<file path="src/hdl/charge_accumulator_track_centroid_macros.svh">
// ----------------------------------------------------------------------------
// Assertion macros
// Shared concurrent assertion forms, clocked on clk and disabled in rst.
// ----------------------------------------------------------------------------
`ifndef CHARGE_ACCUMULATOR_TRACK_CENTROID_MACROS_SVH
`define CHARGE_ACCUMULATOR_TRACK_CENTROID_MACROS_SVH

// condition holds at every edge
`define CHACC_ASSERT_ALWAYS(label, cond, msg) \
  label: assert property (@(posedge clk) disable iff (rst) (cond)) else $error(msg);

// same-cycle implication
`define CHACC_ASSERT_IMPLY(label, ante, cons, msg) \
  label: assert property (@(posedge clk) disable iff (rst) (ante) |-> (cons)) \
    else $error(msg);

// next-cycle implication
`define CHACC_ASSERT_NEXT(label, ante, cons, msg) \
  label: assert property (@(posedge clk) disable iff (rst) (ante) |=> (cons)) \
    else $error(msg);

`endif

</file>
<file path="src/hdl/chacc_ram.sv">
// ----------------------------------------------------------------------------
// chacc_ram
// Generic simple dual-port RAM, one write and one registered read port.
// ----------------------------------------------------------------------------
module chacc_ram #(
  parameter int WIDTH = 32,
  parameter int DEPTH = 16,
  localparam int AW = (DEPTH > 1) ? $clog2(DEPTH) : 1
) (
  input  logic             clk,
  input  logic             we,
  input  logic [AW-1:0]    waddr,
  input  logic [WIDTH-1:0] wdata,
  input  logic [AW-1:0]    raddr,
  output logic [WIDTH-1:0] rdata
);

  logic [WIDTH-1:0] mem [DEPTH];

  always_ff @(posedge clk) begin
    if (we) begin
      mem[waddr] <= wdata;
    end
    rdata <= mem[raddr];
  end

endmodule

</file>
<file path="config.mk">
export PLATFORM = sky130hd
export DESIGN_NAME = chacc_ram
export DESIGN_NICKNAME = d
export VERILOG_FILES = /design/src/hdl/charge_accumulator_track_centroid_macros.svh /design/src/hdl/chacc_ram.sv
export SDC_FILE = /design/constraint.sdc
export NUM_CORES = 1
export LEC_CHECK = 0
export ABC_CLOCK_PERIOD_IN_PS = 4450
export BUFFER_PORTS_ARGS = -buffer_cell sky130_fd_sc_hd__buf_2
export CORE_MARGIN = 4
export CORE_UTILIZATION = 55
export DETAILED_ROUTE_END_ITERATION = 7
export GPL_TIMING_DRIVEN = 1
export PLACE_DENSITY = 0.75
export REMOVE_ABC_BUFFERS = 1
export SLEW_MARGIN = 30
export SYNTH_ARGS = -nofsm -noshare
export SYNTH_HDL_FRONTEND = slang
export SYNTH_SLANG_ARGS = --single-unit
</file>
<file path="constraint.sdc">
create_clock -name clk -period 4.45 [get_ports clk]
set_clock_uncertainty 0.2 [all_clocks]
set_input_delay 0.89 -clock clk [delete_from_list [all_inputs] [get_ports clk]]
set_output_delay 0.89 -clock clk [all_outputs]
set_load 0.01 [all_outputs]
</file>
==> results of run 1 <==
==> final cells by class <==
type | instances | area (sq um)
repair buffers | 101 | 717
multi-input cells | 251 | 3750
flip-flops and latches | 544 | 16000
fillers | 2296 | 12800
well taps | 461 | 577
clock buffers | 73 | 1460
clock inverters | 24 | 225
==> worst paths after layout <==
check        slack (ns)                    to                  start
max reg2reg        2.85      rdata[7]$_DFF_P_    mem[3][7]$_DFFE_PP_
min                0.47     rdata[25]$_DFF_P_  mem[14][25]$_DFFE_PP_
max                1.89  mem[2][10]$_DFFE_PP_               waddr[2]
min reg2reg        0.47     rdata[25]$_DFF_P_  mem[14][25]$_DFFE_PP_
==> flip-flops by register name, indices dropped and copies added, names as in the netlist <==
register  count
mem         512
rdata        32
==> tightest hold or removal path, cell delays in order (launching register included) <==
cell and delay (ns):
edfxtp_1 0.31, mux4_2 0.22, a22oi_1 0.06, nand2_1 0.05
==> placed cells by master, fill, tap and decap left out <==
| cell | instances |
|---|---|
| a22oi_1 | 64 |
| nand2b_1 | 2 |
| inv_6 | 2 |
| buf_4 | 21 |
| nand2_1 | 33 |
| nand3_1 | 1 |
| buf_16 | 4 |
| bufinv_16 | 4 |
| nor2b_4 | 2 |
| or3b_2 | 1 |
| edfxtp_1 | 512 |
| nand3b_1 | 2 |
| buf_12 | 4 |
| clkbuf_1 | 14 |
| and2_4 | 1 |
| clkinv_4 | 1 |
| clkinv_1 | 5 |
| nor3_2 | 4 |
| clkbuf_16 | 53 |
| dfxtp_1 | 32 |
| clkbuf_8 | 7 |
| nor2_4 | 13 |
| mux4_2 | 128 |
| clkinv_2 | 12 |
| buf_2 | 71 |
==> cell families (layout without fill, tap and decap cells) <==
logic type / after synthesis / count (layout) / share of synthesized area [%]
buf+inv: 43 / 198 / 1.12
compound gates: 64 / 64 / 2.42
flops: 544 / 544 / 80.7
mux: 128 / 128 / 14.5
simple gates: 59 / 59 / 1.27
==> power groups by stage <==
stage	Sequential, mW	Combinational, mW	Clock [mW]
6_report	5.76	0.511	4.31
5_1_grt	5.77	0.557	4.61
4_1_cts	5.77	0.519	4.36
3_5_place_dp	5.87	0.515	0
3_3_place_gp	5.87	0.494	0
2_1_floorplan	5.88	0.220	0
==> through the flow <==
stage          util (%)  instances  worst slack [ns]  area (sq um)
2_1_floorplan         -        795             0.180         19600
3_3_place_gp       58.9       1353              1.32         20900
3_5_place_dp       59.2       1357              1.28         21100
4_1_cts            63.9       1454              1.84         22700
5_1_grt            64.0       1454              1.81         22700
6_report           64.0       1454              1.89         22700
==> per-layer routing <==
metal	part of all wire (%)	vias to the layer above	GRT usage [%]
met1	42	4761	31.2
met2	49	375	32.4
met5	0.087	-	0
met4	1.5	6	4.11
li1	-	3797	-
met3	7.4	51	3.88
==> metrics.md, run 1 <==
| Metric | Value |
|---|---|
| Outcome | finished clean |
| Syn avg cell area | 23.7 sq um |
| Crit start category | input pin |
| Wirelength per Cell | 26.8 um |
| Die area | 39200 sq um |
| Synth top area cells | edfxtp_1, mux4_2, dfxtp_1 |
| Total power | 10.6 mW |
| Clock tree sinks | 544 |
| Max frequency | 391 MHz |
| Area Overhead vs Synth | 14.6% |
| CP Class | input pin to register |
| Number of buffers created by CTS | 52 |
| Share of cells above drive strength 1 | 33.0% |
| Tcrit/Tclk final | 57.5% |
| Number of enable flip-flop cells after synthesis | 512 |
| Die Height | 198 um |
| Clk buf depth | 3 |
| Clk Tree Root Cell | clkbuf_16 |
| Synth Instances | 838 |
| Post-route ant nets | 0 |
| Hold depth | 3 |
| Largest net degree at the start of global routing | 129 |
| Clock Latency Late Sink | 0.57 ns |
| Slowest-stage cell, CP | nor2_4 |
| Clock network power share | 40.7% |
| Dominant cell by count in the synthesized netlist | edfxtp_1 |
| Sw frac | 20.0% |
| Placed wire-length estimate | 20500 um |
| Final nets | 992 |
| Die X | 198 um |
| Vias | 8990 |
| Crit-path leading delay family | simple AND/OR/NAND/NOR gates |
| Worst r2r path cells | 3 |
| First-pass GRT wire length | 59900 um |
| CP Max Fanout | 23 |
| Synth Cell Area | 19900 sq um |
| Worst-path cell chain | buf_2 -> or3b_2 -> nor2_4 -> buf_4 |
| CP endpoint kind | register |
| DR pass1 iterations | 7 |
| GR Overflow Total | 0 |
| Post-CTS sizing | 0 |
| Final WL | 39000 um |
| Max-cap violations | 0 |
| Hold Crit Class | register to register |
| CTS tree | built |
| Critical path's largest stage delay | 0.69 ns |
| Synthesis Warnings | 0 |
| Slew Limit Fails | 0 |
| Seq/Total Area, Yosys | 80.7% |
| Switch Pwr | 2.11 mW |
| Leakage | 7.36 nW |
| DRC violations left | 0 |
| Slew @ Worst Pin | 0.863 ns |
| Share of the synthesized area in the top cell type | 77.4% |
| CORE AREA | 35600 sq um |
| Worst hold margin | 0.470 ns |
| Synth Register Bits | 544 |
| Hold violation count in the final report | 0 |
| Cts hold-fix bufs | 0 |
| Port Buffers | 73 |
| Top post-synthesis cells by count | edfxtp_1, mux4_2, a22oi_1 |
| Netlist cell types | 18 |
| CP bufs+invs | 2 |
| RSZ-0062 raised after global routing | no |
| Row cnt | 69 |
| WP data arrival | 2.63 ns |
| Vias in the first global route | 9621 |
| Combinational power share | 4.8% |
| Htree depth | 2 |
| Initial drt markers | 989 |
| Main synth FF type | edfxtp_1 |
| Clock transition at path regs | 0.06 ns |
| Final min period | 2.56 ns |
| WP data required | 4.53 ns |
| TNS Setup | 0 ns |
| Cell taking the most area after synthesis | edfxtp_1 |
| Initial antenna violation count | 3 |
| Final setup viols | 0 |
| Pwr Density | 465 nW/um^2 |
| CP Depth | 4 |
| Synth async-reset ratio | 0% |
| Gr usage total | 20.6% |
| VDD IR-drop max | 321 uV |
| Reg power frac | 54.5% |
| Via-to-Cell Ratio | 6.18 |
| Placer Congestion | 0.699 |
| Post-CTS Setup Inserts | 0 |
| Int Power | 8.47 mW |
| Ports | 74 |
| Initial Utilization | 55.8% |
| Normalized max-slew margin | 42.3% |
| N_diodes | 0 |
No activity file was read; power rests on OpenSTA's default activity.
==> run 2, diff against run 1 <==
Settings changed: ABC_AREA set to 1, ABC_CLOCK_PERIOD_IN_PS 4450 to 2500, CORE_UTILIZATION 55 to 62, PLACE_DENSITY 0.75 to 0.8.
Clock period 4.45 ns to 2.5 ns, I/O delays scaled along.
==> metrics.md, run 2 <==
| Metric | Value |
|---|---|
| Outcome | finished clean |
| Met1 Use GR | 34.6% |
| Tcrit/Tclk final | 72.5% |
| Post-CTS Setup Inserts | 0 |
| Clk buf depth | 3 |
| Leakage | 10.9 nW |
| Post-route ant nets | 0 |
| Slowest-stage cell, CP | dfxtp_1 |
| Final nets | 2224 |
| Number of buffers created by CTS | 53 |
| Die Height | 199 um |
| Synth Instances | 2120 |
| Synth Register Bits | 544 |
| Post-synthesis xor/xnor area fraction | 0% |
| Max-cap violations | 0 |
| Biggest register | mem |
| VDD IR-drop max | 557 uV |
| Initial Utilization | 63.4% |
| Post-Place Cells | 2588 |
| Most Crowded Layer GR | met2 |
| Mux cell area share after synthesis | 0% |
| Clk Tree Root Cell | clkbuf_16 |
| CORE AREA | 35800 sq um |
| Placer Congestion | 0.801 |
| Grt met2 use | 44.8% |
| Sw frac | 21.6% |
| Worst-path cell chain | buf_2 |
| DR pass1 iterations | 5 |
| Vias in the first global route | 15210 |
| Reg2reg start | mem[12][1]$_DFFE_PP_ |
| CP Max Fanout | 1 |
| Dpl ws | 0.345 ns |
| Max frequency | 552 MHz |
| Seq/Total Area, Yosys | 70.5% |
| Reg power frac | 53.5% |
| Hold depth | 1 |
| CP endpoint kind | output port |
| Ports | 74 |
| Crit start category | register |
| Final setup viols | 0 |
| Worst r2r path cells | 6 |
| First-pass GRT wire length | 81500 um |
| WP data required | 1.80 ns |
| CP bufs+invs | 1 |
| Synthesis Warnings | 0 |
| Hold Crit Start | wdata[24] |
| Syn avg cell area | 10.7 sq um |
| Post-Synth Adder-Cell Area | 0% |
| Combinational power share | 6.3% |
| Row cnt | 69 |
| Htree depth | 2 |
| Hold Crit Class | input pin to register |
| Final WL | 51900 um |
| Cts hold-fix bufs | 0 |
| Largest net degree at the start of global routing | 129 |
| Total power | 19.2 mW |
| Post-route insts no fill | 2686 |
| Initial antenna violation count | 1 |
| Netlist cell types | 15 |
| Cell taking the most area after synthesis | edfxtp_1 |
| TNS Setup | 0 ns |
| Clock Latency Late Sink | 0.57 ns |
| Int Power | 15.0 mW |
| Synth top area cells | edfxtp_1, nand2_1, nand3_1 |
| Vias | 15020 |
| CP Class | register to output port |
| Gr usage total | 26.4% |
| Worst reg-to-reg setup slack | 1.25 ns |
| Post-Synth Simple-Gate Area | 20.0% |
| Wirelength per Cell | 19.3 um |
| Placed wire-length estimate | 27600 um |
| Slew @ Worst Pin | 0.709 ns |
| Die X | 199 um |
| Final min period | 1.81 ns |
| Synth Cell Area | 22700 sq um |
| Hold Path Sink | mem[11][24]$_DFFE_PP_ |
| Max reg flops | 512 |
| Most frequent cells in the layout | nand2_1, edfxtp_1, inv_1 |
| DRC violations left | 0 |
| Critical path's largest stage delay | 0.39 ns |
| Top Registers | mem (512), rdata (32) |
| Port Buffers | 73 |
| Pwr Density | 757 nW/um^2 |
| Top post-synthesis cells by count | nand2_1, edfxtp_1, inv_1 |
| WP data arrival | 1.11 ns |
| RSZ-0062 raised after global routing | no |
| CTS tree | built |
| Synth async-reset ratio | 0% |
| Synth Area in Compound Gates | 0% |
| Clock transition at path regs | 0.06 ns |
| Most common cell after layout, fill and taps aside | nand2_1 |
| Number of enable flip-flop cells after synthesis | 512 |
| Dominant cell by count in the synthesized netlist | nand2_1 |
| Slew Limit Fails | 0 |
| Worst hold margin | 0.109 ns |
| Share of cells above drive strength 1 | 9.35% |
| Switch Pwr | 4.13 mW |
| Worst r2r dst | rdata[1]$_DFF_P_ |
| Hold violation count in the final report | 0 |
| Die area | 39800 sq um |
| Crit-path leading delay family | flip-flops |
| Initial drt markers | 1749 |
| Share of the synthesized area in the top cell type | 67.6% |
| Final worst slack | 0.689 ns |
| Main synth FF type | edfxtp_1 |
| GR Util met3 | 4.23% |
| Area Overhead vs Synth | 11.5% |
| GR Overflow Total | 0 |
| Normalized max-slew margin | 52.7% |
| Largest family of logic cells by synthesized area | simple AND/OR/NAND/NOR gates |
| Via-to-Cell Ratio | 5.59 |
| Clock network power share | 40.2% |
| Post-CTS sizing | 0 |
| Clock tree sinks | 544 |
run 2: cell count changes after synthesis, sizes merged:
cell / delta
nand2: +644
nand3: +384
nor2b: -2
and2: -1
mux4: -128
clkbuf: -3
or3b: -1
nand2b: -2
a22oi: -64
nor3: -4
buf: +65
nor2: +4
inv: +390
run 2: logic make-up (layout without fill, tap and decap cells):
kind of cell	after synthesis	in the layout
and+or+nand+nor	1081	1081
DFF	544	544
buffers and inverters	495	599
other	0	1
run 2: power groups by stage:
stage | sequential, mW | clock, mW | combinational, mW
after floorplan | 10.5 | 0 | 0.534
after global placement | 10.5 | 0 | 1.14
after detailed placement | 10.5 | 0 | 1.18
after global routing | 10.3 | 8.18 | 1.33
after CTS | 10.3 | 7.80 | 1.20
final | 10.3 | 7.72 | 1.20
run 2: per-layer routing:
| metal | wire [um] | vias up |
|---|---|---|
| li1 | - | 6964 |
| met5 | 0 | - |
| met4 | 1950 | 0 |
| met3 | 4550 | 139 |
| met1 | 19700 | 7124 |
| met2 | 25700 | 793 |
run 2: worst max-delay path by stage:
stage,start,to,cells past startpoint
after CTS,rdata[28]$_DFF_P_,rdata[28],1
after detailed placement,waddr[3],mem[4][12]$_DFFE_PP_,4
after global placement,waddr[3],mem[4][28]$_DFFE_PP_,4
after floorplan,raddr[1],rdata[0]$_DFF_P_,5
final,rdata[4]$_DFF_P_,rdata[4],1
after global routing,rdata[1]$_DFF_P_,rdata[1],1
run 2: layout make-up:
class | count | area (sq um)
Antenna cell | 1 | 2.50
Clock buffer | 75 | 1510
Clock inverter | 22 | 190
Fill cell | 2359 | 10500
Inverter | 390 | 1470
Multi-Input combinational cell | 1081 | 4670
Sequential cell | 544 | 16000
Tap cell | 461 | 577
Timing Repair Buffer | 112 | 917
run 2: metrics by stage:
step	area [sq um]	util, %
6_report	25400	70.8
3_3_place_gp	23600	66.0
3_5_place_dp	23600	66.0
2_1_floorplan	22000	-
4_1_cts	25300	70.8
5_1_grt	25400	70.8
==> run 3, diff against run 2 <==
Settings changed: ABC_CLOCK_PERIOD_IN_PS 2500 to 1750.
Clock period 2.5 ns to 1.75 ns, I/O delays scaled along.
==> metrics.md, run 3 (synthesis results as in run 2) <==
| Metric | Value |
|---|---|
| Outcome | finished clean |
| Slew @ Worst Pin | 0.432 ns |
| RSZ-0062 raised after global routing | no |
| Initial Utilization | 63.4% |
| TNS Setup | 0 ns |
| Crit start category | register |
| Most frequent cells in the layout | nand2_1, edfxtp_1, inv_1 |
| Row cnt | 69 |
| Worst-path cell chain | buf_2 |
| CP endpoint kind | output port |
| Post-route insts no fill | 2785 |
| CP bufs+invs | 1 |
| Port Buffers | 73 |
| Biggest register | mem |
| Gr usage total | 28.5% |
| Final worst slack | 0.0589 ns |
| Vias | 15467 |
| Max reg flops | 512 |
| Leakage | 11.4 nW |
| Wirelength per Cell | 19.9 um |
| Critical path's largest stage delay | 0.39 ns |
| Worst reg-to-reg setup slack | 0.38 ns |
| First-pass GRT wire length | 85900 um |
| Initial antenna violation count | 7 |
| Slew Limit Fails | 0 |
| Max-cap violations | 0 |
| CORE AREA | 35800 sq um |
| Htree depth | 2 |
| Post-layout util | 73.9% |
| CTS tree | built |
| Slowest-stage cell, CP | dfxtp_2 |
| Clk buf depth | 3 |
| Clk Tree Root Cell | clkbuf_16 |
| GR Overflow Total | 0 |
| Hold Crit Class | input pin to register |
| Clock Latency Late Sink | 0.60 ns |
| CP Max Fanout | 1 |
| Placed Instance Area | 24400 sq um |
| Top Registers | mem (512), rdata (32) |
| Most common cell after layout, fill and taps aside | nand2_1 |
| Die Height | 199 um |
| Pwr Density | 1060 nW/um^2 |
| Die X | 199 um |
| Ports | 74 |
| Post-route ant nets | 0 |
| DR pass1 iterations | 5 |
| WP data required | 1.20 ns |
| Max frequency | 591 MHz |
| Clock transition at path regs | 0.06 ns |
| DRC violations left | 0 |
| Largest net degree at the start of global routing | 57 |
| Normalized max-slew margin | 71.1% |
| Final nets | 2319 |
| Die area | 39800 sq um |
| Final min period | 1.69 ns |
| Via-to-Cell Ratio | 5.55 |
| Hold violation count in the final report | 0 |
| Dpl ws | -0.109 ns |
| Final setup viols | 0 |
| Placer Congestion | 0.903 |
| Share of cells above drive strength 1 | 11.8% |
| CP Class | register to output port |
| Number of buffers created by CTS | 53 |
| Initial drt markers | 1728 |
| Vias in the first global route | 15501 |
| VDD IR-drop max | 854 uV |
| Post-Place Cells | 2651 |
| Tcrit/Tclk final | 96.6% |
| WP data arrival | 1.14 ns |
| Placed wire-length estimate | 32400 um |
| Area Overhead vs Synth | 16.4% |
| Cell area after layout | 26500 sq um |
| Final WL | 55600 um |
| Clock tree sinks | 544 |
| Crit-path leading delay family | flip-flops |
[run 3: routing by layer]
layer,global-route usage (%),wire length (um)
met5,0,37
met4,12.2,2150
met3,6.20,5760
met2,46.5,26900
met1,37.5,20700
[run 3: cell type report]
| type | count | area (sq um) |
|---|---|---|
| Antenna cell | 2 | 5.00 |
| Inverter | 390 | 1470 |
| Timing Repair Buffer | 207 | 1990 |
| Fill cell | 2225 | 9360 |
| Sequential cell | 544 | 16000 |
| Tap cell | 461 | 577 |
| Clock buffer | 75 | 1490 |
| Multi-Input combinational cell | 1081 | 4670 |
| Clock inverter | 25 | 245 |
[run 3: worst paths after layout]
check                           depth (start not counted)           endpoint                  start
worst min-delay path                                    4   rdata[7]$_DFF_P_               raddr[3]
worst max register to register                          6   rdata[5]$_DFF_P_   mem[13][5]$_DFFE_PP_
worst max-delay path                                    1          rdata[15]      rdata[15]$_DFF_P_
worst min register to register                          6  rdata[20]$_DFF_P_  mem[10][20]$_DFFE_PP_
[run 3: what timing repair did]
action / CTS / global route
hold buffers: 32 / 0
buffers inserted: 0 / 0
resized for setup: 6 / 0
hold endpoints to repair: 512 / 0
endpoints found under the setup margin: 6 / 0
[run 3: report_power, final]
group	switching [mW]	total (mW)	leakage, nW	internal, mW
Clock	4.67	11.3	0.850	6.66
Combinational	1.32	1.98	5.66	0.664
Sequential	0.112	14.7	4.90	14.6
[run 3: per-stage QoR]
stage,hold slack (ns),power (mW)
final,0.0717,28.0
after global routing,0.0843,28.9
after floorplan,0.249,15.7
after global placement,0.435,16.8
after CTS,0.0453,28.1
after detailed placement,0.452,16.8
