<file path="config.mk">
export PLATFORM = sky130hd
export DESIGN_NAME = chacc_div
export DESIGN_NICKNAME = d
export VERILOG_FILES = /design/src/hdl/charge_accumulator_track_centroid_macros.svh /design/src/hdl/chacc_pkg.sv /design/src/hdl/chacc_div.sv
export SDC_FILE = /design/constraint.sdc
export NUM_CORES = 1
export LEC_CHECK = 0
export BUFFER_PORTS_ARGS = -buffer_cell sky130_fd_sc_hd__buf_2
export CAP_MARGIN = 0
export CORE_UTILIZATION = 45
export DETAILED_ROUTE_END_ITERATION = 7
export PLACE_DENSITY = 0.64
export REMOVE_ABC_BUFFERS = 1
export SYNTH_ARGS = -nofsm -noshare
export SYNTH_HDL_FRONTEND = slang
export SYNTH_SLANG_ARGS = --single-unit
</file>
<file path="constraint.sdc">
create_clock -name clk -period 6.1 [get_ports clk]
set_input_delay 1.525 -clock clk [delete_from_list [all_inputs] [get_ports clk]]
set_output_delay 1.525 -clock clk [all_outputs]
set_load 0.05 [all_outputs]
</file>
<file path="src/hdl/charge_accumulator_track_centroid_macros.svh">
// ----------------------------------------------------------------------------
// Assertion macros
// Shared concurrent assertion forms, clocked on clk and disabled in rst.
// ----------------------------------------------------------------------------
`ifndef CHARGE_ACCUMULATOR_TRACK_CENTROID_MACROS_SVH
`define CHARGE_ACCUMULATOR_TRACK_CENTROID_MACROS_SVH

// condition holds at every edge
`define CHACC_ASSERT_ALWAYS(label, cond, msg) \
  label: assert property (@(posedge clk) disable iff (rst) (cond)) else $error(msg);

// same-cycle implication
`define CHACC_ASSERT_IMPLY(label, ante, cons, msg) \
  label: assert property (@(posedge clk) disable iff (rst) (ante) |-> (cons)) \
    else $error(msg);

// next-cycle implication
`define CHACC_ASSERT_NEXT(label, ante, cons, msg) \
  label: assert property (@(posedge clk) disable iff (rst) (ante) |=> (cons)) \
    else $error(msg);

`endif

</file>
<file path="src/hdl/chacc_pkg.sv">
// ----------------------------------------------------------------------------
// chacc_pkg
// Field widths, defaults and shared types of the charge accumulator.
// ----------------------------------------------------------------------------
package chacc_pkg;

  localparam int NUM_BINS_DEF = 512;
  localparam int NUM_TAGS_DEF = 16;

  localparam int BIN_W  = 9;
  localparam int CHG_W  = 16;
  localparam int ID_W   = 16;
  localparam int TOT_W  = 32;
  localparam int WGT_W  = 32;
  localparam int MEAN_W = 17;
  localparam int SLOT_W = 4;
  localparam int FRAC_W = 8;

  // weighted mean divide: w*m + c*(b<<8) over w + c
  localparam int NUM_W = WGT_W + MEAN_W + 1;
  localparam int DEN_W = WGT_W + 1;
  localparam int QUO_W = MEAN_W;

  typedef enum logic {
    OP_FILL  = 1'b0,
    OP_CLEAR = 1'b1
  } op_t;

  typedef struct packed {
    logic [ID_W-1:0]   id;
    logic [WGT_W-1:0]  weight;
    logic [MEAN_W-1:0] mean;
  } tag_entry_t;

  typedef struct packed {
    logic busy;
    logic done;
  } div_sts_t;

endpackage

</file>
<file path="src/hdl/chacc_div.sv">
// ----------------------------------------------------------------------------
// chacc_div
// Restoring divider, one quotient bit per cycle; quotient known to fit QUO_W.
// ----------------------------------------------------------------------------
module chacc_div (
  input  logic                        clk,
  input  logic                        rst,
  input  logic                        start,
  input  logic [chacc_pkg::NUM_W-1:0] num,
  input  logic [chacc_pkg::DEN_W-1:0] den,
  output logic [chacc_pkg::QUO_W-1:0] quo,
  output chacc_pkg::div_sts_t         sts
);
  import chacc_pkg::*;

  localparam int CNT_W = $clog2(QUO_W);

  logic             busy;
  logic             done;
  logic [CNT_W-1:0] cnt;
  logic [NUM_W-1:0] rem;
  logic [NUM_W-1:0] dsh;
  logic [NUM_W:0]   diff;

  assign diff = {1'b0, rem} - {1'b0, dsh};
  assign sts  = '{busy: busy, done: done};

  always_ff @(posedge clk) begin
    if (rst) begin
      busy <= 1'b0;
      done <= 1'b0;
    end else begin
      done <= 1'b0;
      if (start) begin
        rem  <= num;
        dsh  <= NUM_W'(den) << (QUO_W - 1);
        quo  <= '0;
        cnt  <= CNT_W'(QUO_W - 1);
        busy <= 1'b1;
      end else if (busy) begin
        if (!diff[NUM_W]) begin
          rem <= diff[NUM_W-1:0];
        end
        quo <= {quo[QUO_W-2:0], !diff[NUM_W]};
        dsh <= dsh >> 1;
        if (cnt == '0) begin
          busy <= 1'b0;
          done <= 1'b1;
        end else begin
          cnt <= cnt - 1'b1;
        end
      end
    end
  end

endmodule

</file>
==> reports/metrics.cfg, run 1 <==
[cts]
postCtsSetupRepairBufs=0
hold_buffers=0
path_clk_slew_ns=0.06
cts.sinks=123
clockBufferDepth=2
post_cts_resized=0
cts_root_buf=clkbuf_16
cts_made_buffers=17
cts.htree.levels=4
cts_tree=built
insertion_delay_ns=0.43

[timing]
worst_pin_slew_ns=1.06
period_minus_slack_ns=3.79
hold_viol=0
relSlewSlack=0.290
setup_violations=0
timing.final.crit_share=0.622
rsz0062_at_grt=false
final.setup.tns_ns=0
clock_skew_ns=0.0171
setup_slack_ns=2.31
maxSlewViolCount=0
max_freq_mhz=264

[die]
dieArea_mm2=0.0185
ios=105
initial_core_util=0.464
die_width_um=136
core-area_mm2=0.0174
die_y_um=136
std_cell_rows=48

[logic_synthesis]
synth_edf_count=121
syn-instance-count=856
ys_seq_area_frac=0.454
ys_seq_elements=123
async_flop_share=0
syn-cell-area_mm2=0.00809
yosys_warnings=0
synth.distinct_cells=69
ys.flop_type=edfxtp_1
syn_area_per_cell_um2=9.45

[pwr]
combPwrFrac=0.252
leakage_nw=3.85
power.share.clock=0.381
p_int_w=0.00200
vdd_drop_max_mv=0.232
seqPwrFrac=0.367
powerDensity_mw_per_mm2=305
netSwitchingFraction=0.300
power_w=0.00286
p_switching_w=0.000857

[worst_setup_path]
critPathRequiredTime_ns=6.16
slowest_delay_ns=0.54
cp.arrival_ns=3.86
startpoint=dsh[0]
critical_path.cell_chain=ha_1 > inv_1 > fa_1 > a211oi_2 > o211ai_2 > a21boi_1 > nor3_1 > and4bb_2 > o21ai_2 > nand2_1 > a31oi_4 > buf_4
r2r-start=dsh[0]
crit_path_end_kind=register
cp-start-kind=register
cp_num_buf_inv=2
slowest_stage=a31oi_4
crit_type=register to register
path_max_fanout=35
crit_family=compound AO/OA/AOI/OAI gates

[final_layout]
drive_gt1_frac=0.178
fin_util=0.538
final_cells=1176
nNetsFinal=1075
diodes=0
area_growth_pct=15.9

[detailed_routing]
wl_per_cell_um=15.5
drtIter0Drc=385
drc=0
wl_um=18200
ant_nets=0
via_per_inst=5.43
vias=6387
first_pass_iters=5

[place]
gp_congestion=0.860
dp_cells=1144
hpwl_um=13200
portBuffers=104
place_worst_setup_slack_ns=1.89

[global_route]
antenna_found_initial=0
grt_usage=0.209
grt_pass1_vias=6099
gr-total-overflow=0
grt_max_degree=122
grt_pass1_wl_um=29900

[min_path]
hold_path_class=register to register
min-delay-start=busy

[job]
cap_violations=0

[outcome]
status=complete, no violations

-- metal layers --
metal  track usage  vias up  part of all wire
met5             0        -                 0
met4        0.0574        0             0.011
met3        0.0459       16             0.039
met2         0.350      140              0.48
met1         0.271     2970              0.47
li1              -     3261                 -
-- sequential cells by signal, summed over array words and instances, names as in the netlist --
register,cells
cnt,5
quo,17
rem,50
done,1
busy,1
dsh,49
-- power groups by stage --
stage | registers, W | clock network [W] | logic [W]
floorplan | 0.00109 | 0 | 0.000504
global placement | 0.00106 | 0 | 0.000711
detailed placement | 0.00107 | 0 | 0.000715
CTS | 0.00105 | 0.00111 | 0.000722
global route | 0.00105 | 0.00115 | 0.000808
finish | 0.00105 | 0.00109 | 0.000720
-- placed cells by master, fill, tap and decap left out, drive strengths merged, types with 13 or more instances in the layout --
cell,count
edfxtp,121
nand2,116
buf,108
o21ai,94
inv,71
a21oi,61
nor2,53
ha,50
xnor2,26
a21o,24
nor2b,20
clkbuf,20
nand3,17
nor3,15
nand4,15
o21bai,13
-- layout make-up --
class / count / area, µm²
inverters: 69 / 259
clock buffers: 20 / 447
flip-flops and latches: 123 / 3670
clock inverters: 12 / 188
fillers: 1668 / 8040
well taps: 225 / 282
multi-input cells: 619 / 3970
repair buffers: 108 / 557
-- worst paths after layout --
path,slack (ns),end,cells after the start
worst max-delay path,2.31,rem[15],12
worst min-delay path,0.48,done,2
worst max register to register,2.31,rem[15],12
worst min register to register,0.48,done,2
-- worst reg2reg max path, stage by stage (launching register included) --
cell      delay, ns
edfxtp_1       0.37
ha_1           0.21
inv_1          0.07
fa_1           0.24
a211oi_2       0.10
o211ai_2       0.20
a21boi_1       0.16
nor3_1         0.35
and4bb_2       0.31
o21ai_2        0.17
nand2_1        0.13
a31oi_4        0.54
buf_4          0.55
-- Yosys cell counts (8+ instances only) --
cell,n,area [µm²]
nand2_1,116,435
nor2_1,52,195
nor3_1,15,75.1
a21o_1,23,173
clkbuf_1,36,135
ha_1,50,626
edfxtp_1,121,3630
xor2_1,11,96.3
o21a_1,8,60.1
nor2b_1,20,125
o21ai_1,9,45.0
a21oi_1,59,295
o21ai_0,84,420
nand4_1,15,93.8
inv_1,69,259
o21bai_1,13,97.6
nand3_1,17,85.1
xnor2_1,26,228
a31oi_1,8,50.1
-- through the flow --
| step | cell area [µm²] | hold slack [ns] |
|---|---|---|
| finish | 9370 | 0.483 |
| global route | 9370 | 0.522 |
| CTS | 9370 | 0.489 |
| detailed placement | 8740 | 0.479 |
| global placement | 8740 | 0.488 |
| floorplan | 7880 | 0.484 |
-- kinds of logic after synthesis --
group                    Yosys count  share of synthesized area
adder cells (fa/ha/maj)           51                     0.0798
flip-flops                       123                      0.454
XOR/XNOR                          37                     0.0401
buffers and inverters            114                     0.0579
AND/OR/NAND/NOR                  271                      0.157
AO/OA/AOI/OAI                    258                      0.209
multiplexers                       2                    0.00278
Power figures use the tool's default switching activity.
==> inputs of run 2 (changes only) <==
PLACE_DENSITY = 0.66   (was 0.64)
clock period = 3.15 ns   (was 6.1 ns; I/O delays follow)
==> reports/metrics.cfg, run 2 (same netlist as run 1, synthesis figures left out) <==
[outcome]
status=complete, no violations  ; unchanged

[timing]
holdWs_ns=0.471  ; was 0.483 ns
setup_violations=0  ; unchanged
clock_skew_ns=0.00572  ; was 0.0171 ns
rsz0062_at_grt=false  ; unchanged
maxSlewViolCount=0  ; unchanged
max_freq_mhz=333  ; was 264 MHz
period_minus_slack_ns=3.01  ; was 3.79 ns
worst_pin_slew_ns=0.651  ; was 1.06 ns
timing.final.crit_share=0.954  ; was 0.622
setup_slack_ns=0.144  ; was 2.31 ns
hold_viol=0  ; unchanged
relSlewSlack=0.566  ; was 0.290

[detailed_routing]
wl_met2_um=9140  ; was 8680 µm
vias=6516  ; was 6387
wl_um=19000  ; was 18200 µm
routed.top_layer=met4  ; unchanged
wl_per_cell_um=15.9  ; was 15.5 µm
drtIter0Drc=336  ; was 385
wl_met3_um=904  ; was 709 µm
first_pass_iters=5  ; unchanged
via_per_inst=5.45  ; was 5.43
drc=0  ; unchanged
ant_nets=0  ; unchanged
wl_met1_um=8680  ; was 8630 µm

[place]
place_worst_setup_slack_ns=-0.00418  ; was 1.89 ns
dp_cells=1159  ; was 1144
place_area_mm2=0.00886  ; was 0.00874 mm²
gp_congestion=0.897  ; was 0.860
hpwl_um=13800  ; was 13200 µm
portBuffers=104  ; unchanged

[cts]
insertion_delay_ns=0.43  ; about the same
cts_made_buffers=17  ; unchanged
hold_buffers=0  ; unchanged
clockBufferDepth=2  ; unchanged
cts_tree=built  ; unchanged
cts_root_buf=clkbuf_16  ; unchanged
path_clk_slew_ns=0.06  ; about the same
cts.htree.levels=4  ; unchanged
cts.sinks=123  ; unchanged

[worst_setup_path]
crit_path_end_kind=register  ; unchanged
cp-start-kind=register  ; unchanged
critPathRequiredTime_ns=3.33  ; was 6.16 ns
path_max_fanout=15  ; was 35
cp.arrival_ns=3.18  ; was 3.86 ns
crit_type=register to register  ; unchanged

[pwr]
leakage_nw=3.93  ; was 3.85 nW
powerDensity_mw_per_mm2=573  ; was 305 mW/mm²
power_w=0.00546  ; was 0.00286 W
vdd_drop_max_mv=0.423  ; was 0.232 mV

[global_route]
grt_pass1_vias=6462  ; was 6099
gr-total-overflow=0  ; unchanged
grt_max_degree=78  ; was 122
grt_usage=0.214  ; was 0.209
grt_pass1_wl_um=30600  ; was 29900 µm
antenna_found_initial=0  ; unchanged

[final_layout]
largest_reg_flops=50  ; unchanged
final_cells=1195  ; was 1176
drive_gt1_frac=0.198  ; was 0.178
fill_cells=1598  ; was 1668
nNetsFinal=1094  ; was 1075
largestRegisters=rem: 50 flops, dsh: 49 flops, quo: 17 flops  ; unchanged
final_cell_mix=edfxtp_1, nand2_1, buf_2, o21ai_0, inv_1  ; unchanged
diodes=0  ; unchanged
area_growth_pct=17.9  ; was 15.9%
layout_commonest_cell=edfxtp_1  ; unchanged
final_area_mm2=0.00954  ; was 0.00937 mm²
largest-register=rem  ; unchanged

[job]
cap_violations=0  ; unchanged

[die]
ios=105  ; unchanged
die_y_um=136  ; unchanged
dieArea_mm2=0.0185  ; unchanged
std_cell_rows=48  ; unchanged
core-area_mm2=0.0174  ; unchanged
initial_core_util=0.464  ; unchanged
die_width_um=136  ; unchanged

[min_path]
hold_path_class=register to register  ; unchanged

-- run 2: changes by cell type in the layout (fill, tap and decap cells not counted), sizes merged --
cell,change
bufinv,-2
buf,+18
clkinvlp,+3
inv,-2
clkinv,-1
clkbuf,+3
-- run 2: path summary, 6_finish.rpt --
check | start | end | slack [ns] | cells after the start
setup / recovery | rem[13] | rem[0] | 0.14 | 11
hold / removal | busy | done | 0.47 | 2
setup reg to reg | rem[13] | rem[0] | 0.14 | 11
hold reg to reg | busy | done | 0.47 | 2
-- run 2: cell type report --
type | count | area [µm²] | share of cell area
clock inverters | 10 | 116 | 0.0122
repair buffers | 127 | 746 | 0.0782
well taps | 225 | 282 | 0.0295
multi-input cells | 619 | 3990 | 0.418
clock buffers | 22 | 474 | 0.0497
inverters | 69 | 259 | 0.0272
flip-flops and latches | 123 | 3670 | 0.385
-- run 2: power breakdown --
| group | switching (W) | internal [W] | total, W |
|---|---|---|---|
| Sequential | 0.0000430 | 0.00199 | 0.00203 |
| Clock | 0.000740 | 0.00122 | 0.00196 |
| Combinational | 0.000889 | 0.000580 | 0.00147 |
| Total | 0.00167 | 0.00379 | 0.00546 |
-- run 2: through the flow --
stage	setup TNS, ns	util
after floorplan	-174.36	-
after global placement	0	0.509
after detailed placement	-0.0784	0.509
after CTS	0	0.543
after global routing	0	0.547
final	0	0.547
-- run 2: repair_timing --
action	CTS	global route
gates resized for setup	1	4
pin swaps	0	3
buffers inserted	0	3
endpoints found under the setup margin	42	51
endpoints found under the hold margin	0	0
gates cloned	0	1
-- run 2: routing by layer --
metal | vias to the layer above | track usage
li1 | 3293 | -
met1 | 3013 | 0.269
met2 | 181 | 0.364
met3 | 29 | 0.0440
met4 | 0 | 0.0735
met5 | - | 0
-- run 2: worst max-delay path, cell delays in order, from the launching register on --
cell	delay, ns
edfxtp_1	0.37
ha_1	0.41
a21oi_1	0.27
o21ai_1	0.11
o21bai_1	0.18
a221o_1	0.39
and4bb_2	0.35
o21ai_2	0.08
nand2_1	0.13
a31oi_4	0.11
buf_12	0.18
clkbuf_16	0.19
==> inputs of run 3 (changes only) <==
REMOVE_ABC_BUFFERS = default   (was 1)
==> reports/metrics.cfg, run 3 (same netlist as run 1, synthesis figures left out) <==
[outcome]
status=complete, no violations  ; unchanged

[global_route]
grtUsageMet3=0.0332  ; was 0.0440
grt_max_degree=70  ; was 78
grt_usage=0.218  ; was 0.214
grt.busiest_layer=met2  ; unchanged
grt_pass1_wl_um=31500  ; was 30600 µm
grtUsageMet2=0.343  ; was 0.364
gr-total-overflow=0  ; unchanged
grtUsageMet1=0.308  ; was 0.269
antenna_found_initial=0  ; unchanged
grt_pass1_vias=6294  ; was 6462

[detailed_routing]
first_pass_iters=7  ; was 5
vias=6542  ; was 6516
ant_nets=0  ; unchanged
drtIter0Drc=425  ; was 336
wl_per_cell_um=16.2  ; was 15.9 µm
wl_um=19100  ; was 19000 µm
via_per_inst=5.54  ; was 5.45
drc=0  ; unchanged

[worst_setup_path]
slowest_stage=ha_1  ; unchanged
cp-start-kind=register  ; unchanged
crit_top_cell=nor3_2
path_max_fanout=26  ; was 15
cp.arrival_ns=3.05  ; was 3.18 ns
cp_num_buf_inv=1  ; was 2
slowest_delay_ns=0.45  ; was 0.41 ns
crit_family=simple AND/OR/NAND/NOR gates  ; was compound AO/OA/AOI/OAI gates
critPathRequiredTime_ns=3.27  ; was 3.33 ns
crit_type=register to register  ; unchanged
crit_path_end_kind=register  ; unchanged
critical_path.cell_chain=ha_1 > nand4_1 > nor3_2 > nand2_1 > nor3_2 > and4bb_2 > o21ai_2 > nand2_2 > a31oi_4 > buf_12  ; was ha_1 > a21oi_1 > o21ai_1 > o21bai_1 > a221o_1 > and4bb_2 > o21ai_2 > nand2_1 > a31oi_4 > buf_12 > clkbuf_16

[final_layout]
largest_reg_flops=50  ; unchanged
largestRegisters=rem: 50 flops, dsh: 49 flops, quo: 17 flops  ; unchanged
fill_cells=1601  ; was 1598
area_growth_pct=16.7  ; was 17.9%
nNetsFinal=1079  ; was 1094
diodes=0  ; unchanged
multi_input_area_mm2=0.00399  ; about the same
largest-register=rem  ; unchanged
final_area_mm2=0.00944  ; was 0.00954 mm²
fin_util=0.542  ; was 0.547
layout_commonest_cell=edfxtp_1  ; unchanged
final_cell_mix=edfxtp_1, nand2_1, buf_2, o21ai_0, inv_1  ; unchanged
drive_gt1_frac=0.187  ; was 0.198
seqCellArea_mm2=0.00367  ; unchanged

[timing]
setup_slack_ns=0.226  ; was 0.144 ns
clock_skew_ns=0.00932  ; was 0.00572 ns
timing.final.crit_share=0.928  ; was 0.954
rsz0062_at_grt=false  ; unchanged
maxSlewViolCount=0  ; unchanged
setup_violations=0  ; unchanged
hold_viol=0  ; unchanged
relSlewSlack=0.484  ; was 0.566
worst_pin_slew_ns=0.768  ; was 0.651 ns
max_freq_mhz=342  ; was 333 MHz
holdWs_ns=0.510  ; was 0.471 ns
period_minus_slack_ns=2.92  ; was 3.01 ns

[min_path]
hold_path_class=register to register  ; unchanged

[logic_synthesis]
synth_nets=993

[cts]
post_cts_resized=0  ; was 1
postCtsSetupRepairBufs=0  ; unchanged
cts_tree=built  ; unchanged
insertion_delay_ns=0.43  ; about the same
cts_root_buf=clkbuf_16  ; unchanged
path_clk_slew_ns=0.06  ; about the same
clockBufferDepth=2  ; unchanged
cts.sinks=123  ; unchanged
hold_buffers=0  ; unchanged
cts_made_buffers=17  ; unchanged
cts.htree.levels=4  ; unchanged

[die]
dieArea_mm2=0.0185  ; unchanged
die_width_um=136  ; unchanged
initial_core_util=0.464  ; unchanged
core-area_mm2=0.0174  ; unchanged
ios=105  ; unchanged
std_cell_rows=48  ; unchanged
die_y_um=136  ; unchanged

[pwr]
leakage_nw=3.86  ; was 3.93 nW
power_w=0.00556  ; was 0.00546 W
vdd_drop_max_mv=0.383  ; was 0.423 mV
powerDensity_mw_per_mm2=589  ; was 573 mW/mm²

[place]
place_area_mm2=0.00881  ; was 0.00886 mm²
portBuffers=104  ; unchanged
gp_congestion=0.896  ; was 0.897
hpwl_um=14000  ; was 13800 µm
place_worst_setup_slack_ns=0.226  ; was -0.00418 ns

[job]
cap_violations=0  ; unchanged

[run 3: cell types whose count changed in the layout (fill, tap and decap cells not counted), sizes merged]
cell      before  now
clkinv         3    6
clkinvlp       5    4
clkbuf        23   17
buf          126  112
bufinv         2    4
inv           69   70
[run 3: path summary, 6_finish.rpt]
path,from,to,depth (start not counted),slack (ns)
max,rem[21],rem[37],10,0.23
min,busy,done,2,0.51
max reg2reg,rem[21],rem[37],10,0.23
min reg2reg,busy,done,2,0.51
[run 3: cell type report]
cell class,count,share of cell area
well taps,225,0.0298
multi-input cells,619,0.423
inverters,69,0.0274
flip-flops and latches,123,0.389
clock inverters,15,0.0211
repair buffers,112,0.0648
clock buffers,17,0.0451
[run 3: through the flow]
step / TNS, ns / std cells
global placement: 0 / 1148
finish: 0 / 1180
CTS: 0 / 1180
detailed placement: 0 / 1148
global route: 0 / 1180
floorplan: -3.28 / 856
[run 3: power by group]
| part | total, W | internal, W | switching (W) |
|---|---|---|---|
| registers | 0.00203 | 0.00198 | 0.0000428 |
| clock network | 0.00209 | 0.00132 | 0.000766 |
| logic | 0.00144 | 0.000549 | 0.000893 |
[run 3: worst min-delay path: stages (launching register included)]
cell and delay, ns:
dfxtp_1 0.34, nand2b_1 0.08, nor4_1 0.04
[run 3: layer usage]
layer	part of all wire	vias to the layer above	routed length [µm]
met3	0.049	24	934
met4	0.016	0	314
met2	0.45	195	8530
li1	-	3260	-
met5	0	-	0
met1	0.49	3063	9310
